## src/rtl/bsta_pkg.sv

```systemverilog
// ============================================================================
// bsta_pkg: shared types and constants for the body section task arbiter
// Field widths, command and result codes, controller states and the
// command/status bundles between controller and datapath.
// ============================================================================
`default_nettype none

package bsta_pkg;

  localparam int CmdW   = 2;
  localparam int ModW   = 3;
  localparam int PrioW  = 3;
  localparam int TagW   = 8;
  localparam int SecW   = 2;
  localparam int KindW  = 2;
  localparam int SlotW  = 4;
  localparam int GrpW   = 3;
  localparam int NumSec = 3;

  typedef enum logic [CmdW-1:0] {
    CMD_REQUEST = 2'd0,
    CMD_FINISH  = 2'd1,
    CMD_TICK    = 2'd2
  } cmd_e;

  typedef enum logic [KindW-1:0] {
    KIND_ACK   = 2'd0,
    KIND_GRANT = 2'd1,
    KIND_DONE  = 2'd2
  } kind_e;

  typedef enum logic [1:0] {
    STAT_WAITING  = 2'd0,
    STAT_SELECTED = 2'd1,
    STAT_IGNORED  = 2'd2
  } slot_stat_e;

  typedef enum logic [3:0] {
    S_IDLE,
    S_DISPATCH,
    S_ADD,
    S_ACK,
    S_FIN,
    S_ARB_START,
    S_ARB_CHECK,
    S_SEL,
    S_RESOLVE,
    S_COMMIT,
    S_GRANT,
    S_NOTE
  } state_e;

  typedef struct packed {
    logic [CmdW-1:0]  cmd;
    logic [ModW-1:0]  module_id;
    logic [PrioW-1:0] head_priority;
    logic [PrioW-1:0] arms_priority;
    logic [PrioW-1:0] legs_priority;
    logic             head_required;
    logic             arms_required;
    logic             legs_required;
    logic             head_commit;
    logic             arms_commit;
    logic             legs_commit;
  } req_t;

  typedef struct packed {
    logic [KindW-1:0] result_kind;
    logic [TagW-1:0]  request_tag;
    logic [SecW-1:0]  section;
    logic             granted;
    logic [ModW-1:0]  owner_module;
    logic [GrpW-1:0]  joint_group;
    logic [SlotW-1:0] task_slot;
    logic             rejected;
    logic             last;
  } res_t;

  typedef struct packed {
    logic capture;
    logic add_step;
    logic ack_emit;
    logic fin_step;
    logic arb_start;
    logic sel_clear;
    logic sel_step;
    logic resolve;
    logic commit;
    logic grant_emit;
    logic note_emit;
    logic note_next;
    logic unbind;
  } dp_cmd_t;

  typedef struct packed {
    logic [CmdW-1:0] op;
    logic            dirty;
    logic            k_last;
    logic            scan_last;
    logic            arb_done;
    logic            done_empty;
    logic            note_match;
    logic            out_free;
  } dp_stat_t;

endpackage

`default_nettype wire

```

## src/rtl/bsta_req_if.sv

```systemverilog
// ============================================================================
// bsta_req_if: input channel of the arbiter
// Valid/ready handshake carrying one command transaction.
// ============================================================================
`default_nettype none

interface bsta_req_if;
  import bsta_pkg::*;

  logic             valid;
  logic             ready;
  logic [CmdW-1:0]  cmd;
  logic [ModW-1:0]  module_id;
  logic [PrioW-1:0] head_priority;
  logic [PrioW-1:0] arms_priority;
  logic [PrioW-1:0] legs_priority;
  logic             head_required;
  logic             arms_required;
  logic             legs_required;
  logic             head_commit;
  logic             arms_commit;
  logic             legs_commit;

  modport source (
    output valid, cmd, module_id, head_priority, arms_priority, legs_priority,
           head_required, arms_required, legs_required,
           head_commit, arms_commit, legs_commit,
    input  ready
  );

  modport sink (
    input  valid, cmd, module_id, head_priority, arms_priority, legs_priority,
           head_required, arms_required, legs_required,
           head_commit, arms_commit, legs_commit,
    output ready
  );

  modport monitor (
    input valid, ready, cmd, module_id, head_priority, arms_priority,
          legs_priority, head_required, arms_required, legs_required,
          head_commit, arms_commit, legs_commit
  );

endinterface

`default_nettype wire

```

## src/rtl/bsta_res_if.sv

```systemverilog
// ============================================================================
// bsta_res_if: result channel of the arbiter
// Valid/ready handshake carrying one result transaction.
// ============================================================================
`default_nettype none

interface bsta_res_if;
  import bsta_pkg::*;

  logic             valid;
  logic             ready;
  logic [KindW-1:0] result_kind;
  logic [TagW-1:0]  request_tag;
  logic [SecW-1:0]  section;
  logic             granted;
  logic [ModW-1:0]  owner_module;
  logic [GrpW-1:0]  joint_group;
  logic [SlotW-1:0] task_slot;
  logic             rejected;
  logic             last;

  modport source (
    output valid, result_kind, request_tag, section, granted, owner_module,
           joint_group, task_slot, rejected, last,
    input  ready
  );

  modport sink (
    input  valid, result_kind, request_tag, section, granted, owner_module,
           joint_group, task_slot, rejected, last,
    output ready
  );

  modport monitor (
    input valid, ready, result_kind, request_tag, section, granted,
          owner_module, joint_group, task_slot, rejected, last
  );

endinterface

`default_nettype wire

```

## src/rtl/bsta_ctrl.sv

```systemverilog
// ============================================================================
// bsta_ctrl: sequencing state machine
// Walks each accepted transaction through its datapath steps.
// ============================================================================
`default_nettype none

module bsta_ctrl (
  input  wire                 clk_i,
  input  wire                 rst_ni,
  input  wire                 in_valid_i,
  output logic                in_ready_o,
  input  bsta_pkg::dp_stat_t  stat_i,
  output bsta_pkg::dp_cmd_t   cmd_o
);
  import bsta_pkg::*;

  state_e state_q, state_d;

  always_ff @(posedge clk_i or negedge rst_ni) begin
    if (!rst_ni) begin
      state_q <= S_IDLE;
    end else begin
      state_q <= state_d;
    end
  end

  // next state
  always_comb begin
    state_d = state_q;
    unique case (state_q)
      S_IDLE: begin
        if (in_valid_i) state_d = S_DISPATCH;
      end
      S_DISPATCH: begin
        unique case (stat_i.op)
          CMD_REQUEST: state_d = S_ADD;
          CMD_FINISH:  state_d = S_FIN;
          CMD_TICK:    state_d = stat_i.dirty ? S_ARB_START : S_IDLE;
          default:     state_d = S_IDLE;
        endcase
      end
      S_ADD: begin
        if (stat_i.k_last) state_d = S_ACK;
      end
      S_ACK: begin
        if (stat_i.out_free) state_d = S_IDLE;
      end
      S_FIN: begin
        if (stat_i.scan_last) state_d = S_IDLE;
      end
      S_ARB_START: state_d = S_ARB_CHECK;
      S_ARB_CHECK: state_d = stat_i.arb_done ? S_COMMIT : S_SEL;
      S_SEL: begin
        if (stat_i.scan_last) state_d = S_RESOLVE;
      end
      S_RESOLVE: state_d = S_ARB_CHECK;
      S_COMMIT:  state_d = S_GRANT;
      S_GRANT: begin
        if (stat_i.out_free && stat_i.k_last) state_d = S_NOTE;
      end
      S_NOTE: begin
        if (stat_i.done_empty) state_d = S_IDLE;
      end
      default: state_d = S_IDLE;
    endcase
  end

  // outputs
  always_comb begin
    cmd_o      = '0;
    in_ready_o = 1'b0;
    unique case (state_q)
      S_IDLE: begin
        in_ready_o    = 1'b1;
        cmd_o.capture = in_valid_i;
      end
      S_ADD:       cmd_o.add_step  = 1'b1;
      S_ACK:       cmd_o.ack_emit  = stat_i.out_free;
      S_FIN:       cmd_o.fin_step  = 1'b1;
      S_ARB_START: cmd_o.arb_start = 1'b1;
      S_ARB_CHECK: cmd_o.sel_clear = !stat_i.arb_done;
      S_SEL:       cmd_o.sel_step  = 1'b1;
      S_RESOLVE:   cmd_o.resolve   = 1'b1;
      S_COMMIT:    cmd_o.commit    = 1'b1;
      S_GRANT:     cmd_o.grant_emit = stat_i.out_free;
      S_NOTE: begin
        if (stat_i.done_empty) begin
          cmd_o.unbind = 1'b1;
        end else if (stat_i.note_match) begin
          cmd_o.note_emit = stat_i.out_free;
        end else begin
          cmd_o.note_next = 1'b1;
        end
      end
      default: ;
    endcase
  end

endmodule

`default_nettype wire

```

## src/rtl/bsta_datapath.sv

```systemverilog
// ============================================================================
// bsta_datapath: task table, ranking scan, grant resolve and result register
// Per-slot lanes with a slot scan counter; one command per cycle.
// ============================================================================
`default_nettype none

module bsta_datapath #(
  parameter int TASK_SLOTS      = 16,
  parameter int PRIORITY_LEVELS = 8
) (
  input  wire                 clk_i,
  input  wire                 rst_ni,
  input  bsta_pkg::req_t      req_i,
  input  bsta_pkg::dp_cmd_t   cmd_i,
  output bsta_pkg::dp_stat_t  stat_o,
  output logic                res_valid_o,
  input  wire                 res_ready_i,
  output bsta_pkg::res_t      res_o
);
  import bsta_pkg::*;

  localparam int N       = TASK_SLOTS;
  localparam int IW      = $clog2(N);
  localparam int CW      = $clog2(N + 1);
  localparam int PrioCap = (1 << PrioW) - 1;
  localparam int PrioMax = (PRIORITY_LEVELS - 1 > PrioCap) ? PrioCap : PRIORITY_LEVELS - 1;
  localparam int KeyW    = 1 + PrioW + IW;

  // slot table
  logic [N-1:0]     valid_q, valid_d, bind_q, bind_d, comm_q, comm_d;
  logic [N-1:0]     cwant_q, req_q;
  logic [SecW-1:0]  sec_q  [N];
  logic [PrioW-1:0] prio_q [N];
  logic [ModW-1:0]  mod_q  [N];
  logic [TagW-1:0]  tag_q  [N];
  slot_stat_e       stat_q [N];
  slot_stat_e       stat_d [N];
  logic [IW-1:0]    arr_q  [N];
  logic [IW-1:0]    arr_d  [N];

  logic [CW-1:0]    count_q, count_d;
  logic [TagW-1:0]  tagc_q, tagc_d;
  logic             dirty_q, dirty_d;

  // latched transaction
  logic [CmdW-1:0]  op_q, op_d;
  logic [ModW-1:0]  mid_q, mid_d;
  logic [PrioW-1:0] pr_q [NumSec];
  logic [PrioW-1:0] pr_d [NumSec];
  logic [NumSec-1:0] rq_q, rq_d, cm_q, cm_d;
  logic             rej_q, rej_d;

  // sequencing
  logic [1:0]       k_q, k_d;
  logic [IW-1:0]    scan_q, scan_d, rank_q, rank_d;
  logic [IW-1:0]    first_q, first_d;
  logic             first_v_q, first_v_d;
  logic [IW-1:0]    best_q, best_d;
  logic             best_v_q, best_v_d;
  logic [KeyW-1:0]  best_key_q, best_key_d;
  logic [N-1:0]     cand_q, cand_d;
  logic [NumSec-1:0] hold_v_q, hold_v_d;
  logic [IW-1:0]    hold_q [NumSec];
  logic [IW-1:0]    hold_d [NumSec];

  logic             out_v_q, out_v_d;
  res_t             out_q, out_d;

  // fill port
  logic             fill_en;
  logic [IW-1:0]    fill_idx;

  // combinational helpers
  logic [IW-1:0]    free_idx;
  logic [N-1:0]     f_oh, dep, conflict, gset, done_v, match_v;
  logic [N-1:0]     secm [NumSec];
  logic [NumSec-1:0] sec_hit;
  logic [IW-1:0]    g_idx [NumSec];
  logic             any_dep, dep_ok, refuse;
  logic [IW-1:0]    note_idx;
  logic             out_free;

  function automatic logic [IW-1:0] enc(input logic [N-1:0] v);
    logic [IW-1:0] r;
    r = '0;
    for (int i = 0; i < N; i++) begin
      if (v[i]) r = r | IW'(i);
    end
    return r;
  endfunction

  function automatic logic [PrioW-1:0] sat(input logic [PrioW-1:0] p);
    return (p > PrioW'(PrioMax)) ? PrioW'(PrioMax) : p;
  endfunction

  assign out_free = !out_v_q || res_ready_i;

  always_comb begin
    free_idx = '0;
    for (int i = N - 1; i >= 0; i--) begin
      if (!valid_q[i]) free_idx = IW'(i);
    end
  end

  // dependency and grant set of the current leader (best_q)
  always_comb begin
    f_oh = '0;
    f_oh[best_q] = 1'b1;
    for (int t = 0; t < N; t++) begin
      dep[t] = (IW'(t) != best_q) && valid_q[t] && bind_q[best_q] && bind_q[t] &&
               req_q[t] && (tag_q[t] == tag_q[best_q]);
      conflict[t] = hold_v_q[sec_q[t]] && (hold_q[sec_q[t]] != IW'(t));
    end
    any_dep = |dep;
    dep_ok  = ~|(dep & conflict);
    refuse  = 1'b0;
    if (comm_q[best_q] || !any_dep) begin
      gset = f_oh;
    end else if (dep_ok) begin
      gset = f_oh | dep;
    end else begin
      gset   = '0;
      refuse = 1'b1;
    end
    for (int j = 0; j < NumSec; j++) begin
      for (int t = 0; t < N; t++) begin
        secm[j][t] = (sec_q[t] == SecW'(j));
      end
      sec_hit[j] = |(gset & secm[j]);
      g_idx[j]   = enc(gset & secm[j]);
    end
  end

  always_comb begin
    for (int t = 0; t < N; t++) begin
      done_v[t]  = valid_q[t] && !comm_q[t] && (stat_q[t] == STAT_SELECTED);
      match_v[t] = done_v[t] && (arr_q[t] == rank_q);
    end
    note_idx = enc(match_v);
  end

  always_comb begin
    logic [1:0]      need;
    logic [CW:0]     free_w;
    logic            drop_en;
    logic [IW-1:0]   drop_idx;
    logic            emit;
    res_t            emit_res;
    logic [KeyW-1:0] key_s;
    logic [IW-1:0]   h;
    logic [PrioW-1:0] pk;

    valid_d = valid_q;  bind_d = bind_q;  comm_d = comm_q;
    stat_d  = stat_q;   arr_d  = arr_q;
    count_d = count_q;  tagc_d = tagc_q;  dirty_d = dirty_q;
    op_d = op_q;  mid_d = mid_q;  pr_d = pr_q;  rq_d = rq_q;  cm_d = cm_q;
    rej_d = rej_q;
    k_d = k_q;  scan_d = scan_q;  rank_d = rank_q;
    first_d = first_q;  first_v_d = first_v_q;
    best_d = best_q;  best_v_d = best_v_q;  best_key_d = best_key_q;
    cand_d = cand_q;  hold_v_d = hold_v_q;  hold_d = hold_q;
    out_d = out_q;
    fill_en = 1'b0;  fill_idx = free_idx;
    drop_en = 1'b0;  drop_idx = '0;
    emit = 1'b0;  emit_res = '0;
    need = '0;  free_w = '0;  key_s = '0;  h = '0;  pk = '0;

    if (cmd_i.capture) begin
      need = 2'(req_i.head_priority != '0) + 2'(req_i.arms_priority != '0) +
             2'(req_i.legs_priority != '0);
      free_w = (CW + 1)'(N) - (CW + 1)'(count_q);
      rej_d  = (CW + 1)'(need) > free_w;
      op_d   = req_i.cmd;
      mid_d  = req_i.module_id;
      pr_d[0] = sat(req_i.head_priority);
      pr_d[1] = sat(req_i.arms_priority);
      pr_d[2] = sat(req_i.legs_priority);
      rq_d = {req_i.legs_required, req_i.arms_required, req_i.head_required};
      cm_d = {req_i.legs_commit, req_i.arms_commit, req_i.head_commit};
      k_d = '0;  scan_d = '0;  first_v_d = 1'b0;  first_d = '0;
    end

    if (cmd_i.add_step) begin
      pk = pr_q[k_q];
      if (!rej_q && (pk != '0)) begin
        fill_en = 1'b1;
        valid_d[free_idx] = 1'b1;
        bind_d[free_idx]  = 1'b1;
        comm_d[free_idx]  = 1'b0;
        stat_d[free_idx]  = STAT_WAITING;
        arr_d[free_idx]   = IW'(count_q);
        count_d = count_q + 1'b1;
        if (!first_v_q) begin
          first_v_d = 1'b1;
          first_d   = free_idx;
        end
      end
      k_d = k_q + 1'b1;
    end

    if (cmd_i.ack_emit) begin
      emit = 1'b1;
      emit_res.result_kind  = KIND_ACK;
      emit_res.request_tag  = tagc_q;
      emit_res.owner_module = mid_q;
      emit_res.task_slot    = SlotW'(first_q);
      emit_res.rejected     = rej_q;
      emit_res.last         = 1'b1;
      if (!rej_q && first_v_q) begin
        tagc_d  = tagc_q + 1'b1;
        dirty_d = 1'b1;
      end
    end

    if (cmd_i.fin_step) begin
      if (valid_q[scan_q] && comm_q[scan_q] && (mod_q[scan_q] == mid_q)) begin
        drop_en  = 1'b1;
        drop_idx = scan_q;
        dirty_d  = 1'b1;
      end
      scan_d = scan_q + 1'b1;
    end

    if (cmd_i.arb_start) begin
      dirty_d  = 1'b0;
      cand_d   = valid_q;
      hold_v_d = '0;
    end

    if (cmd_i.sel_clear) begin
      scan_d   = '0;
      best_v_d = 1'b0;
    end

    if (cmd_i.sel_step) begin
      key_s = {comm_q[scan_q], prio_q[scan_q], ~arr_q[scan_q]};
      if (cand_q[scan_q] && (!best_v_q || (key_s > best_key_q))) begin
        best_v_d   = 1'b1;
        best_d     = scan_q;
        best_key_d = key_s;
      end
      scan_d = scan_q + 1'b1;
    end

    if (cmd_i.resolve) begin
      for (int t = 0; t < N; t++) begin
        if (gset[t]) begin
          stat_d[t] = STAT_SELECTED;
        end else if (cand_q[t] && sec_hit[sec_q[t]]) begin
          stat_d[t] = STAT_IGNORED;
        end
        if (refuse && (f_oh[t] || dep[t])) stat_d[t] = STAT_IGNORED;
        if (f_oh[t] || (cand_q[t] && sec_hit[sec_q[t]])) cand_d[t] = 1'b0;
      end
      for (int j = 0; j < NumSec; j++) begin
        if (sec_hit[j]) begin
          hold_v_d[j] = 1'b1;
          hold_d[j]   = g_idx[j];
        end
      end
    end

    if (cmd_i.commit) begin
      for (int t = 0; t < N; t++) begin
        for (int j = 0; j < NumSec; j++) begin
          if (hold_v_q[j] && (hold_q[j] == IW'(t)) && cwant_q[t]) comm_d[t] = 1'b1;
        end
      end
      k_d    = '0;
      rank_d = '0;
    end

    if (cmd_i.grant_emit) begin
      h = hold_q[k_q];
      emit = 1'b1;
      emit_res.result_kind = KIND_GRANT;
      emit_res.section     = SecW'(k_q);
      emit_res.last        = (k_q == 2'(NumSec - 1)) && (done_v == '0);
      if (hold_v_q[k_q]) begin
        emit_res.granted      = 1'b1;
        emit_res.request_tag  = tag_q[h];
        emit_res.owner_module = mod_q[h];
        emit_res.task_slot    = SlotW'(h);
        for (int j = 0; j < NumSec; j++) begin
          emit_res.joint_group[j] = hold_v_q[j] && (mod_q[hold_q[j]] == mod_q[h]);
        end
      end
      k_d = k_q + 1'b1;
    end

    if (cmd_i.note_emit) begin
      emit = 1'b1;
      emit_res.result_kind  = KIND_DONE;
      emit_res.request_tag  = tag_q[note_idx];
      emit_res.section      = sec_q[note_idx];
      emit_res.owner_module = mod_q[note_idx];
      emit_res.task_slot    = SlotW'(note_idx);
      emit_res.last         = ((done_v & ~match_v) == '0);
      drop_en  = 1'b1;
      drop_idx = note_idx;
      dirty_d  = 1'b1;
    end

    if (cmd_i.note_next) rank_d = rank_q + 1'b1;

    if (cmd_i.unbind) bind_d = '0;

    // slot removal: close up the age ranks behind it
    if (drop_en) begin
      valid_d[drop_idx] = 1'b0;
      bind_d[drop_idx]  = 1'b0;
      for (int t = 0; t < N; t++) begin
        if (valid_q[t] && (arr_q[t] > arr_q[drop_idx])) arr_d[t] = arr_q[t] - 1'b1;
      end
      if (count_q != '0) count_d = count_q - 1'b1;
    end

    if (emit) begin
      out_v_d = 1'b1;
      out_d   = emit_res;
    end else if (res_ready_i) begin
      out_v_d = 1'b0;
    end else begin
      out_v_d = out_v_q;
    end
  end

  always_ff @(posedge clk_i or negedge rst_ni) begin
    if (!rst_ni) begin
      valid_q <= '0;
      bind_q  <= '0;
      count_q <= '0;
      tagc_q  <= '0;
      dirty_q <= 1'b0;
      out_v_q <= 1'b0;
    end else begin
      valid_q <= valid_d;
      bind_q  <= bind_d;
      count_q <= count_d;
      tagc_q  <= tagc_d;
      dirty_q <= dirty_d;
      out_v_q <= out_v_d;
    end
  end

  always_ff @(posedge clk_i) begin
    comm_q <= comm_d;  stat_q <= stat_d;  arr_q <= arr_d;
    op_q <= op_d;  mid_q <= mid_d;  pr_q <= pr_d;  rq_q <= rq_d;  cm_q <= cm_d;
    rej_q <= rej_d;
    k_q <= k_d;  scan_q <= scan_d;  rank_q <= rank_d;
    first_q <= first_d;  first_v_q <= first_v_d;
    best_q <= best_d;  best_v_q <= best_v_d;  best_key_q <= best_key_d;
    cand_q <= cand_d;  hold_v_q <= hold_v_d;  hold_q <= hold_d;
    out_q <= out_d;
    if (fill_en) begin
      sec_q[fill_idx]   <= SecW'(k_q);
      prio_q[fill_idx]  <= pr_q[k_q];
      mod_q[fill_idx]   <= mid_q;
      tag_q[fill_idx]   <= tagc_q;
      cwant_q[fill_idx] <= cm_q[k_q];
      req_q[fill_idx]   <= rq_q[k_q];
    end
  end

  assign stat_o.op         = op_q;
  assign stat_o.dirty      = dirty_q;
  assign stat_o.k_last     = (k_q == 2'(NumSec - 1));
  assign stat_o.scan_last  = (scan_q == IW'(N - 1));
  assign stat_o.arb_done   = (cand_q == '0) || (&hold_v_q);
  assign stat_o.done_empty = (done_v == '0);
  assign stat_o.note_match = (match_v != '0);
  assign stat_o.out_free   = out_free;

  assign res_valid_o = out_v_q;
  assign res_o       = out_q;

endmodule

`default_nettype wire

```

## src/rtl/body_section_task_arbiter_top.sv

```systemverilog
// Request: from acceptance to the acknowledge it passes capture, decode, one
//   step per section and the result register. Module finished: a scan of all slots.
// Dirty tick: each selection round is a ranking scan of one slot per cycle, then
//   resolve, up to one round per candidate; then 3 grant results, then the rank
//   steps and completion notices. Clean tick: capture and decode only.
// One transaction at a time. Reset is asynchronous; no clearing pass is needed.
// ============================================================================
// body_section_task_arbiter_top: body section task arbiter
// Grants head, arms and legs to requesting modules from a task table.
// ============================================================================
`default_nettype none

module body_section_task_arbiter_top #(
  parameter int TASK_SLOTS      = 16,
  parameter int PRIORITY_LEVELS = 8
) (
  input  wire        clk_i,
  input  wire        rst_ni,
  bsta_req_if.sink   req_i,
  bsta_res_if.source res_o
);
  import bsta_pkg::*;

  // Controller: sequences each input transaction through the datapath
  // (add tasks, drop finished modules, or run an arbitration round by round).
  // Datapath: slot table lanes, ranking scan, grant resolve, output register.
  dp_cmd_t  dp_cmd;
  dp_stat_t dp_stat;
  req_t     req_bus;
  res_t     res_bus;
  logic     in_ready;
  logic     res_valid;

  // Pack the incoming transaction for the datapath.
  assign req_bus.cmd           = req_i.cmd;
  assign req_bus.module_id     = req_i.module_id;
  assign req_bus.head_priority = req_i.head_priority;
  assign req_bus.arms_priority = req_i.arms_priority;
  assign req_bus.legs_priority = req_i.legs_priority;
  assign req_bus.head_required = req_i.head_required;
  assign req_bus.arms_required = req_i.arms_required;
  assign req_bus.legs_required = req_i.legs_required;
  assign req_bus.head_commit   = req_i.head_commit;
  assign req_bus.arms_commit   = req_i.arms_commit;
  assign req_bus.legs_commit   = req_i.legs_commit;

  // Input is taken only when the controller is idle; a result may still be
  // waiting in the output register at that time.
  assign req_i.ready = in_ready;

  bsta_ctrl u_ctrl (
    .clk_i      (clk_i),
    .rst_ni     (rst_ni),
    .in_valid_i (req_i.valid),
    .in_ready_o (in_ready),
    .stat_i     (dp_stat),
    .cmd_o      (dp_cmd)
  );

  bsta_datapath #(
    .TASK_SLOTS      (TASK_SLOTS),
    .PRIORITY_LEVELS (PRIORITY_LEVELS)
  ) u_dp (
    .clk_i       (clk_i),
    .rst_ni      (rst_ni),
    .req_i       (req_bus),
    .cmd_i       (dp_cmd),
    .stat_o      (dp_stat),
    .res_valid_o (res_valid),
    .res_ready_i (res_o.ready),
    .res_o       (res_bus)
  );

  // Result transaction straight from the output register.
  assign res_o.valid        = res_valid;
  assign res_o.result_kind  = res_bus.result_kind;
  assign res_o.request_tag  = res_bus.request_tag;
  assign res_o.section      = res_bus.section;
  assign res_o.granted      = res_bus.granted;
  assign res_o.owner_module = res_bus.owner_module;
  assign res_o.joint_group  = res_bus.joint_group;
  assign res_o.task_slot    = res_bus.task_slot;
  assign res_o.rejected     = res_bus.rejected;
  assign res_o.last         = res_bus.last;

endmodule

`default_nettype wire

```

## src/flat_wrapper.sv

```systemverilog
// flat-port wrapper written by rule: the top's interface ports become plain ports
module body_section_task_arbiter_top_flat import bsta_pkg::*;
#(
  parameter int TASK_SLOTS      = 16,
  parameter int PRIORITY_LEVELS = 8
)
  (clk_i, rst_ni, req_i_valid, req_i_cmd, req_i_module_id, req_i_head_priority, req_i_arms_priority, req_i_legs_priority, req_i_head_required, req_i_arms_required, req_i_legs_required, req_i_head_commit, req_i_arms_commit, req_i_legs_commit, req_i_ready, res_o_valid, res_o_result_kind, res_o_request_tag, res_o_section, res_o_granted, res_o_owner_module, res_o_joint_group, res_o_task_slot, res_o_rejected, res_o_last, res_o_ready);
  bsta_req_if req_i_i ();
  bsta_res_if res_o_i ();
  input  wire clk_i;
  input  wire rst_ni;
  input wire logic [$bits(req_i_i.valid)-1:0] req_i_valid;
  input wire logic [$bits(req_i_i.cmd)-1:0] req_i_cmd;
  input wire logic [$bits(req_i_i.module_id)-1:0] req_i_module_id;
  input wire logic [$bits(req_i_i.head_priority)-1:0] req_i_head_priority;
  input wire logic [$bits(req_i_i.arms_priority)-1:0] req_i_arms_priority;
  input wire logic [$bits(req_i_i.legs_priority)-1:0] req_i_legs_priority;
  input wire logic [$bits(req_i_i.head_required)-1:0] req_i_head_required;
  input wire logic [$bits(req_i_i.arms_required)-1:0] req_i_arms_required;
  input wire logic [$bits(req_i_i.legs_required)-1:0] req_i_legs_required;
  input wire logic [$bits(req_i_i.head_commit)-1:0] req_i_head_commit;
  input wire logic [$bits(req_i_i.arms_commit)-1:0] req_i_arms_commit;
  input wire logic [$bits(req_i_i.legs_commit)-1:0] req_i_legs_commit;
  output wire logic [$bits(req_i_i.ready)-1:0] req_i_ready;
  output wire logic [$bits(res_o_i.valid)-1:0] res_o_valid;
  output wire logic [$bits(res_o_i.result_kind)-1:0] res_o_result_kind;
  output wire logic [$bits(res_o_i.request_tag)-1:0] res_o_request_tag;
  output wire logic [$bits(res_o_i.section)-1:0] res_o_section;
  output wire logic [$bits(res_o_i.granted)-1:0] res_o_granted;
  output wire logic [$bits(res_o_i.owner_module)-1:0] res_o_owner_module;
  output wire logic [$bits(res_o_i.joint_group)-1:0] res_o_joint_group;
  output wire logic [$bits(res_o_i.task_slot)-1:0] res_o_task_slot;
  output wire logic [$bits(res_o_i.rejected)-1:0] res_o_rejected;
  output wire logic [$bits(res_o_i.last)-1:0] res_o_last;
  input wire logic [$bits(res_o_i.ready)-1:0] res_o_ready;
  assign req_i_i.valid = req_i_valid;
  assign req_i_i.cmd = req_i_cmd;
  assign req_i_i.module_id = req_i_module_id;
  assign req_i_i.head_priority = req_i_head_priority;
  assign req_i_i.arms_priority = req_i_arms_priority;
  assign req_i_i.legs_priority = req_i_legs_priority;
  assign req_i_i.head_required = req_i_head_required;
  assign req_i_i.arms_required = req_i_arms_required;
  assign req_i_i.legs_required = req_i_legs_required;
  assign req_i_i.head_commit = req_i_head_commit;
  assign req_i_i.arms_commit = req_i_arms_commit;
  assign req_i_i.legs_commit = req_i_legs_commit;
  assign req_i_ready = req_i_i.ready;
  assign res_o_valid = res_o_i.valid;
  assign res_o_result_kind = res_o_i.result_kind;
  assign res_o_request_tag = res_o_i.request_tag;
  assign res_o_section = res_o_i.section;
  assign res_o_granted = res_o_i.granted;
  assign res_o_owner_module = res_o_i.owner_module;
  assign res_o_joint_group = res_o_i.joint_group;
  assign res_o_task_slot = res_o_i.task_slot;
  assign res_o_rejected = res_o_i.rejected;
  assign res_o_last = res_o_i.last;
  assign res_o_i.ready = res_o_ready;
  body_section_task_arbiter_top #(.TASK_SLOTS(TASK_SLOTS), .PRIORITY_LEVELS(PRIORITY_LEVELS)) u_core (.clk_i(clk_i), .rst_ni(rst_ni), .req_i(req_i_i), .res_o(res_o_i));
endmodule
```

## config.mk

```make
export PLATFORM = sky130hd
export DESIGN_NAME = body_section_task_arbiter_top_flat
export DESIGN_NICKNAME = d
export VERILOG_FILES = /design/src/rtl/bsta_pkg.sv /design/src/rtl/bsta_req_if.sv /design/src/rtl/bsta_res_if.sv /design/src/rtl/bsta_ctrl.sv /design/src/rtl/bsta_datapath.sv /design/src/rtl/body_section_task_arbiter_top.sv /design/src/flat_wrapper.sv
export SDC_FILE = /design/constraint.sdc
export NUM_CORES = 2
export LEC_CHECK = 0
export BUFFER_PORTS_ARGS = -buffer_cell sky130_fd_sc_hd__buf_2
export CAP_MARGIN = 0
export CORE_ASPECT_RATIO = 1.1
export CORE_UTILIZATION = 65
export DETAILED_ROUTE_END_ITERATION = 8
export PLACE_DENSITY = 0.78
export SYNTH_ARGS = -nofsm -noshare
export SYNTH_HDL_FRONTEND = slang
export SYNTH_SLANG_ARGS = --single-unit
export TNS_END_PERCENT = 1
```

## constraint.sdc

```tcl
create_clock -name clk_i -period 8.4 [get_ports clk_i]
set_input_delay 0.42 -clock clk_i [delete_from_list [all_inputs] [get_ports clk_i]]
set_output_delay 0.42 -clock clk_i [all_outputs]
set_load 0.05 [all_outputs]
```

==> flow_summary.toml <==
[detailed_routing]
wire_per_inst_um = 35.6
drc_errors = 0
drt_first_pass_iters = 8
viasPerCell = 8.00
vias = 38700
wirelength_um = 172000
drtIter0Drc = 6730
drtAntennaViolNets = 0

[synth]
ys_ff_latch = 564
ys.flop_type = "edfxtp_1"
syn_area_um2 = 39700
syn_nets = 4133
ys_types = 126
postSynthAreaPerCell_um2 = 9.91
synth_compound_area_share_pct = 21.1
synth.area.mux_share_pct = 13.1
ys_async_sr_fraction_pct = 9.04
postSynthCellCount = 4011
synthAdderAreaFrac_pct = 3.10
synth-simple-area-share_pct = 16.0
synth-edff-count = 368
synth_xor_area_share_pct = 3.69
seq_area_frac_synth_pct = 38.3
yosysWarnings = 0
synth_top_family_by_area = "compound AO/OA/AOI/OAI gates"

[sta]
fin_setup_tns_ns = 0
finalSetupViolCount = 0
fin_skew_ns = 0.0500
rsz0062_at_grt = "false"
fmax_mhz = 136
finalHoldWorstSlack_ns = 0.336
drv_slew = 0
worstMarginPinSlew_ns = 1.31
fin_crit_ns = 7.36
fin_crit_sh_pct = 87.7
max-slew-margin-rel_pct = 12.6
hold_violations = 0

[global_route]
grt_use_met3_pct = 21.8
grt_pass1_wl_um = 246000
gr-usage-met1_pct = 64.1
antenna_found_initial = 13
overflow = 0
grt_max_degree = 91
grt_usage_pct = 54.6
grt_pass1_vias = 36100
grt_use_met2_pct = 79.1
grt_most_used_layer = "met2"

[cells_and_area]
seqCellArea_um2 = 15200
fin_area_um2 = 43000
syn_to_final_growth_pct = 8.14
final_cells = 4831
nets = 4081
drive_gt1_share_pct = 13.4
final_common_cell = "edfxtp_1"
fillers = 4350
final_cell_mix = "368 x edfxtp_1, 269 x nor2_1, 256 x nand2_1"
multi_input_area_um2 = 22700

[power_and_ir_drop]
p_leak_nw = 15.7
vdd_drop_max_mv = 0.420
power.total_w = 0.0149
powerDensity_nw_per_um2 = 347

[setup_path]
max_stage_delay_ns = 1.03
critPathKind = "reg -> reg"
cp-end-kind = "flip-flop"
cpMaxStageDelayCell = "edfxtp_1"
path_buf_inv = 3
critPathLaunchType = "flip-flop"
cp_max_fo = 40
crit_chain = "buf_4, mux4_2, mux4_2, and4_1, a41oi_4, buf_4, a21o_1, o22ai_1, o21ai_0, o21ai_0, nor2_1, buf_4, ha_1, nor2b_1, o21a_1, o21a_1, o211ai_1, nor2_1, nor2_1, a211oi_1, a311oi_1"
path_delay_family = "compound AO/OA/AOI/OAI gates"
crit_arrival_ns = 7.92
worstPathRequired_ns = 8.96

[floorplan]
core_um2 = 60100
dieHeight_um = 261
initial_core_util_pct = 66.1
dieArea_um2 = 62100
die_w_um = 238
num_rows = 94
io_pins = 51

[place]
dpl.hpwl_um = 119000
dp_cells = 4695
finalWeightedCongestion = 1.13
post_dp_cell_area_um2 = 40700
port_buffers = 50

[clocking]
cts-resized-gates = 0
cts_buffers = 57
htree_levels = 2
cts_sinks = 564
cts.path.max_buffers = 3
cts_tree = "built"
clkTransAtPathRegs_ns = 0.07
cts-root-buf = "clkbuf_16"
clk_latency_ns = 0.68

[hold_path]
hold_path_class = "in -> reg"

[job]
maxCapViolCount = 0

[run_status]
outcome = "finished clean"
cell usage after synthesis, types with 23 or more instances:
| cell | number | area share (%) |
|---|---|---|
| a211oi_1 | 178 | 3.4 |
| a21boi_0 | 23 | 0.43 |
| a21o_1 | 33 | 0.62 |
| a21oi_1 | 232 | 2.9 |
| a22oi_1 | 58 | 1.1 |
| a311oi_1 | 41 | 0.90 |
| a31oi_1 | 44 | 0.69 |
| and2_1 | 38 | 0.60 |
| and3_1 | 35 | 0.55 |
| buf_1 | 39 | 0.37 |
| buf_2 | 27 | 0.34 |
| clkbuf_1 | 201 | 1.9 |
| dfrtp_1 | 51 | 3.2 |
| dfxtp_1 | 145 | 7.3 |
| edfxtp_1 | 368 | 28 |
| ha_1 | 97 | 3.1 |
| inv_1 | 127 | 1.2 |
| mux2_2 | 25 | 0.71 |
| mux2i_1 | 186 | 4.7 |
| mux4_2 | 130 | 7.4 |
| nand2_1 | 257 | 2.4 |
| nand2b_1 | 25 | 0.39 |
| nand3_1 | 145 | 1.8 |
| nand4_1 | 67 | 1.1 |
| nor2_1 | 269 | 2.5 |
| nor2b_1 | 88 | 1.4 |
| nor3_1 | 113 | 1.4 |
| o211ai_1 | 59 | 1.1 |
| o21a_1 | 52 | 0.98 |
| o21ai_0 | 146 | 1.8 |
| o22ai_1 | 61 | 0.96 |
| or3_1 | 29 | 0.46 |
| xnor2_1 | 101 | 2.2 |
| xor2_1 | 61 | 1.3 |
where the power goes:
| group | leakage (nW) | internal (W) | total, W | switching, W |
|---|---|---|---|---|
| clock network | 1.02 | 0.00165 | 0.00289 | 0.00124 |
| registers | 5.11 | 0.00365 | 0.00469 | 0.00104 |
| logic | 9.61 | 0.00274 | 0.00732 | 0.00458 |
cells by family after synthesis:
kind of cell	after synthesis
and+or+nand+nor	1214
AOI/OAI and AO/OA	1180
DFF	564
buffers and inverters	440
muxes	350
xor gates and xnor gates	165
adders and majority gates	98
path summary, 6_finish.rpt:
kind	startpoint	endpoint	slack, ns	depth (start not counted)
setup / recovery	u_core.u_dp.scan_q[0]	u_core.u_dp.arr_q[42]	1.04	21
hold / removal	req_i_valid	u_core.u_dp.first_v_q	0.34	4
setup reg to reg	u_core.u_dp.scan_q[0]	u_core.u_dp.arr_q[42]	1.04	21
hold reg to reg	u_core.u_dp.stat_q[2]	u_core.u_dp.stat_q[2]	0.48	2
max in group asynchronous	rst_ni	u_core.u_dp.bind_q[3]	7.45	3
min in group asynchronous	rst_ni	u_core.u_ctrl.state_q[1]	0.40	3
registers in the layout, summed over array words and instances, names as in the netlist, 9 cells and up, named ones only:
name	cells
u_core.u_dp.sec_q	32
u_core.u_dp.mod_q	48
u_core.u_dp.hold_q	12
u_core.u_dp.req_q	16
u_core.u_dp.tag_q	128
u_core.u_dp.prio_q	48
u_core.u_dp.valid_q	16
u_core.u_dp.pr_q	9
u_core.u_dp.res_o	25
u_core.u_dp.arr_q	64
u_core.u_dp.cwant_q	16
u_core.u_dp.cand_q	16
u_core.u_dp.bind_q	16
u_core.u_dp.stat_q	32
u_core.u_dp.comm_q	16
metal layers:
layer / share of wire, % / vias up
met4: 10 / 18
met5: 0.14 / -
met1: 33 / 18200
met3: 16 / 1119
li1: - / 15500
met2: 41 / 3849
timing repair:
item | in CTS | in global routing
buffers inserted | 0 | 0
hold buffers | 21 | 0
hold endpoints to repair | 71 | 0
worst reg2reg max path: stages (launching register included):
cell      delay [ns]
edfxtp_1        1.03
buf_4           0.53
mux4_2          0.39
mux4_2          0.50
and4_1          0.26
a41oi_4         0.30
buf_4           0.53
a21o_1          0.70
o22ai_1         0.16
o21ai_0         0.26
o21ai_0         0.13
nor2_1          0.62
buf_4           0.33
ha_1            0.17
nor2b_1         0.04
o21a_1          0.16
o21a_1          0.16
o211ai_1        0.21
nor2_1          0.17
nor2_1          0.19
a211oi_1        0.08
a311oi_1        0.33
final cells by class:
cell class | count | share of cell area, %
inverter | 141 | 1.23
clock inverter | 40 | 1.35
tap | 816 | 2.38
sequential | 564 | 35.4
clock buffer | 68 | 3.53
timing repair buffer | 188 | 3.14
antenna | 7 | 0.0408
multi-input combinational | 3007 | 52.9
through the flow:
| stage | util, % | setup slack, ns |
|---|---|---|
| floorplan | - | 2.47 |
| global placement | 67.6 | 1.41 |
| detailed placement | 67.6 | 1.36 |
| CTS | 71.5 | 1.30 |
| global route | 71.5 | 0.866 |
| finish | 71.5 | 1.04 |
(Power assumes the default switching activity.)
